[src/hw/rtl/keyed_entry_table_swap_remove_unit_assert.svh]
// ----------------------------------------------------------------------------
// Assertion macros for the keyed entry table
// Shared helpers for writing clocked assertions with an asynchronous reset.
// ----------------------------------------------------------------------------
`ifndef KEYED_ENTRY_TABLE_SWAP_REMOVE_UNIT_ASSERT_SVH
`define KEYED_ENTRY_TABLE_SWAP_REMOVE_UNIT_ASSERT_SVH

// Same-cycle implication.
`define KETSR_ASSERT_NOW(label, clk, rst_n, ante, cons) \
label: assert property (@(posedge clk) disable iff (!rst_n) (ante) |-> (cons)) \
	else $error("keyed entry table assertion failed");

// Next-cycle implication.
`define KETSR_ASSERT_NEXT(label, clk, rst_n, ante, cons) \
label: assert property (@(posedge clk) disable iff (!rst_n) (ante) |=> (cons)) \
	else $error("keyed entry table assertion failed");

`endif

[src/hw/rtl/ketsr_pkg.sv]
// ----------------------------------------------------------------------------
// Keyed entry table package
// Widths, command and status codes, and the stored entry type.
// ----------------------------------------------------------------------------
package ketsr_pkg;

	localparam int TABLE_DEPTH = 64;
	localparam int IDX_W       = $clog2(TABLE_DEPTH);
	localparam int CNT_W       = $clog2(TABLE_DEPTH + 1);
	localparam int KEY_W       = 32;
	localparam int PAY_W       = 32;
	localparam int CMD_W       = 3;
	localparam int STATUS_W    = 2;

	typedef enum logic [CMD_W-1:0] {
		CMD_APPEND     = 3'd0,
		CMD_READ_POS   = 3'd1,
		CMD_FIND_KEY   = 3'd2,
		CMD_REMOVE_POS = 3'd3,
		CMD_REMOVE_KEY = 3'd4
	} cmd_t;

	typedef enum logic [STATUS_W-1:0] {
		ST_OK    = 2'd0,
		ST_NOKEY = 2'd1,
		ST_RANGE = 2'd2,
		ST_FULL  = 2'd3
	} status_t;

	typedef struct packed {
		logic signed [KEY_W-1:0] key;
		logic [PAY_W-1:0]        payload;
	} entry_t;

	typedef struct packed {
		logic             we;
		logic [IDX_W-1:0] wr_addr;
		logic             rd_en;
		logic [IDX_W-1:0] rd_addr;
	} mem_req_t;

endpackage

[src/hw/rtl/ketsr_store.sv]
// ----------------------------------------------------------------------------
// Entry store
// Single-port-write, single-port-read entry memory with registered read data.
// ----------------------------------------------------------------------------
module ketsr_store (
	input  logic               clk,
	input  ketsr_pkg::mem_req_t req,
	input  ketsr_pkg::entry_t   wr_data,
	output ketsr_pkg::entry_t   rd_data
);
	import ketsr_pkg::*;

	entry_t mem [TABLE_DEPTH];

	always_ff @(posedge clk) begin
		if (req.we) begin
			mem[req.wr_addr] <= wr_data;
		end
		if (req.rd_en) begin
			rd_data <= mem[req.rd_addr];
		end
	end
endmodule

[config.mk]
export PLATFORM = sky130hd
export DESIGN_NAME = ketsr_store
export DESIGN_NICKNAME = d
export VERILOG_FILES = /design/src/hw/rtl/keyed_entry_table_swap_remove_unit_assert.svh /design/src/hw/rtl/ketsr_pkg.sv /design/src/hw/rtl/ketsr_store.sv
export SDC_FILE = /design/constraint.sdc
export NUM_CORES = 2
export LEC_CHECK = 0
export BUFFER_PORTS_ARGS = -buffer_cell sky130_fd_sc_hd__buf_4
export CAP_MARGIN = 20
export CORE_UTILIZATION = 50
export DETAILED_ROUTE_END_ITERATION = 6
export MAX_ROUTING_LAYER = met4
export PLACE_DENSITY = 0.65
export SETUP_SLACK_MARGIN = 0.3
export SLEW_MARGIN = 20
export SYNTH_ARGS = -nofsm -noshare
export SYNTH_HDL_FRONTEND = slang
export SYNTH_SLANG_ARGS = --single-unit
[constraint.sdc]
create_clock -name clk -period 9.1 [get_ports clk]
set_input_delay 0.455 -clock clk [delete_from_list [all_inputs] [get_ports clk]]
set_output_delay 0.455 -clock clk [all_outputs]
set_load 0.005 [all_outputs]
---- Word-level counts from Yosys, hierarchy flattened ----
Memory sizes are Yosys's and may differ from the RTL's. A register that Yosys moved wholly into a read port is not among the register bits.
Index checks and enable logic that the tools add are counted.
storage, ports and cells
  flip-flop bits (word level) ............. 0
  RAM bits ................................ 4096
  word-level logic and storage cells ...... 3
  memories ................................ 1
cells by class
  mux-type cells .......................... 2
memories
  memory  depth  bits a word  rd ports  clocked after memory_dff  write ports  RTL line           text
  mem     64     64           1         1                         1            ketsr_store.sv:13  entry_t mem [TABLE_DEPTH];
operators with widths
  cell              number
  2-to-1 mux 1 bit  2

---- Logic depth before layout (Yosys ltp) ----
  word-level depth ........................ 2
  mapped depth ............................ 9
  gate-level depth less buffers ........... 5

---- Worst setup path before layout ----
OpenSTA, ideal clock, no wires.
  path kind ............................... input to register
  from .................................... input port req[10] in the netlist's numbering
  to ...................................... memory mem[48][0] in the netlist's numbering, enable pin
  setup time .............................. 0.564 ns
  arrival time ............................ 5.327 ns
  required time ........................... 8.536 ns
  path slack .............................. 3.209 ns
  stages .................................. 4
  path through ............................ clkbuf_1 > nor2b_1 > nand4b_1 > nor3_1
RTL lines
  item             RTL line           text
  start, declared  ketsr_store.sv:7   input ketsr_pkg::mem_req_t req,
  end, declared    ketsr_store.sv:13
Straight into the memory's write port.

==> flow_summary.ini <==
[route]
wl_um = 434500
viasPerCell = 6.656
drc = 0
firstDrtPassIters = 5
vias = 76620
drtIter0Drc = 10920
ant_nets = 0
avgRoutedWirePerCell_um = 37.75

[timing]
fmax_mhz = 297.2
slew_headroom_pct = 15.59
finalMaxSlewViolations = 0
hold_slack_ns = 0.05170
finalHoldViolCount = 0
fin_crit_sh_pct = 36.98
clock_skew_ns = 0.04934
period_minus_slack_ns = 3.365
fin_setup_tns_ns = 0
setup_viol_count_final = 0
worstMarginPinSlew_ns = 1.266
rsz0062_at_grt = no

[clock_network]
cts_buffer_depth = 4
post_cts_resized = 0
cts.sinks = 4160
clkLatencyLatePin_ns = 0.98
clk_pin_slew_ns = 0.06
clockRootBuffer = clkbuf_16
h-tree-depth = 5
post_cts_buffers = 0
cts_tree = built
numCtsBuffers = 403

[pwr]
p_per_area_mw_per_mm2 = 222.5
vdd_drop_max_uv = 193.1
power_leakage_nw = 54.98

[synthesis]
synth-main-ff-cell = edfxtp_1
synth_area_sq_mm = 0.1570
yosys.cell_types.count = 32
synthMostInstantiatedCell = edfxtp_1
yosys-top-cells-count = edfxtp_1 (4160), mux4_2 (1024), buf_2 (170)
synth_area_leaders = edfxtp_1 (80%), mux4_2 (15%), mux2i_1 (0.86%)
synth_seq_cells = 4160
synth_top_area_cell = edfxtp_1
synth_top_area_share_pct = 79.57
async_flop_share_pct = 0
synth_edf_count = 4160
syn_inst = 6598
seq_area_frac_synth_pct = 79.57
avgSynthCellArea_sq_um = 23.79
synth_nets = 6677
synth_warnings = 0

[final_layout]
area_growth_syn_to_layout_pct = 12.89
final_nets = 7114
fin_util_pct = 56.77
nFillCells = 22160
multi_input_area_sq_mm = 0.03078
drive_above_1_share_pct = 27.44
seqCellArea_sq_mm = 0.1249

[setup_path]
path_class = input pin to flip-flop
required_ns = 9.79
reg2reg_depth = 5
arrival_ns = 4.06
reg2reg_slack_ns = 6.82
critPathMaxFanout = 56
worst_setup_path_start_kind = input pin
critPathCaptureType = flip-flop

[placed_design]
dpl.hpwl_um = 226100
portBuffers = 142
gp_congestion = 0.8060

[global_route]
grt_overflow_total = 0
grt_start_max_net_pins = 113
grt_usage_pct = 28.38
grt_pass1_vias = 76180
grt_pass1_wl_um = 601800
antenna_found_initial = 31

[die]
core_region_area_sq_mm = 0.3122
die_y_um = 562.3
io-pin-count = 143
rows = 205
start_util_pct = 50.29
dieArea_sq_mm = 0.3162
fp.dieW_um = 562.3

[min_path]
hold_class = input pin to flip-flop
hold_depth = 1

[run]
maxCapViolCount = 0

[run_status]
outcome = completed
[stage by stage]
step,worst slack (ns),cell area (sq um),total power [mW],std cells
6_report,5.735,177200,39.43,11510
5_1_grt,5.394,177200,40.38,11510
4_1_cts,5.644,177100,39.59,11500
3_5_place_dp,4.624,163900,23.51,10720
3_3_place_gp,4.518,163800,23.46,10720
2_1_floorplan,3.209,157000,22.69,6598
[critical path: stages]
cell      delay, ns
buf_16         0.32
buf_12         0.46
buf_4          0.59
buf_4          0.70
mux4_2         0.57
nor2b_1        0.15
a211oi_1       0.25
o22ai_1        0.18
and3_1         0.20
[logic make-up (layout without fill, tap and decap cells)]
| family | Yosys count | after routing | synth area share, % |
|---|---|---|---|
| and+or+nand+nor | 386 | 386 | 1.235 |
| muxes | 1159 | 1159 | 15.55 |
| AOI/OAI and AO/OA | 504 | 504 | 2.467 |
| other | 0 | 15 | 0 |
| buffers and inverters | 389 | 1148 | 1.176 |
| DFF | 4160 | 4160 | 79.57 |
[registers in the layout, summed over array words and instances, names as in the netlist]
register,flops
rd_data,64
mem,4096
[placed cells by master, fill, tap and decap left out, drive strengths merged, types with 15 or more instances in the layout]
cell type,Yosys,routed
a211oi,63,63
a22o,88,88
a22oi,168,168
a2bb2oi,19,19
a31oi,18,18
a41oi,26,26
and3,64,64
buf,230,353
bufinv,0,35
clkbuf,140,492
clkinv,0,179
diode,0,15
dlygate4sd3,0,49
edfxtp,4160,4160
inv,19,33
mux2i,135,135
mux4,1024,1024
nand2,58,58
nand3,45,45
nor2,112,112
nor2b,28,28
o221ai,38,38
o22ai,83,83
or2,28,28
or3,29,29
[final cells by class]
type / count / area share (%)
sequential: 4160 / 70.49
multi-input combinational: 2049 / 17.37
clock buffer: 492 / 5.891
tap: 4140 / 2.923
timing repair buffer: 402 / 1.950
clock inverter: 235 / 1.318
inverter: 19 / 0.04024
antenna: 15 / 0.02118
[what timing repair did]
| item | in CTS | in global routing |
|---|---|---|
| hold buffers | 49 | 0 |
| hold endpoints to repair | 1819 | 0 |
| setup endpoints to repair | 0 | 0 |
[power by group]
group	leakage (nW)	internal (mW)	switching (mW)
registers	37.5	21.3	0.0754
logic	11.3	0.676	1.11
clock network	6.20	9.18	7.13
total	55.0	31.1	8.32
[metal layers]
metal / part of all wire, % / wire length [um] / up-vias / GRT usage, %
met2: 48 / 210700 / 4679 / 44.42
met3: 11 / 46380 / 791 / 5.215
met1: 38 / 163400 / 41740 / 38.59
li1: - / - / 29410 / -
met5: 0 / 0 / - / -
met4: 3.2 / 14100 / 0 / 8.166
[path summary, 6_finish.rpt]
| check | start | to |
|---|---|---|
| setup / recovery | req[0] | rd_data[50] |
| hold / removal | wr_data[33] | mem[31][33] |
| setup reg to reg | mem[13][18] | rd_data[18] |
| hold reg to reg | mem[36][28] | rd_data[28] |
Power figures use the tool's default switching activity.
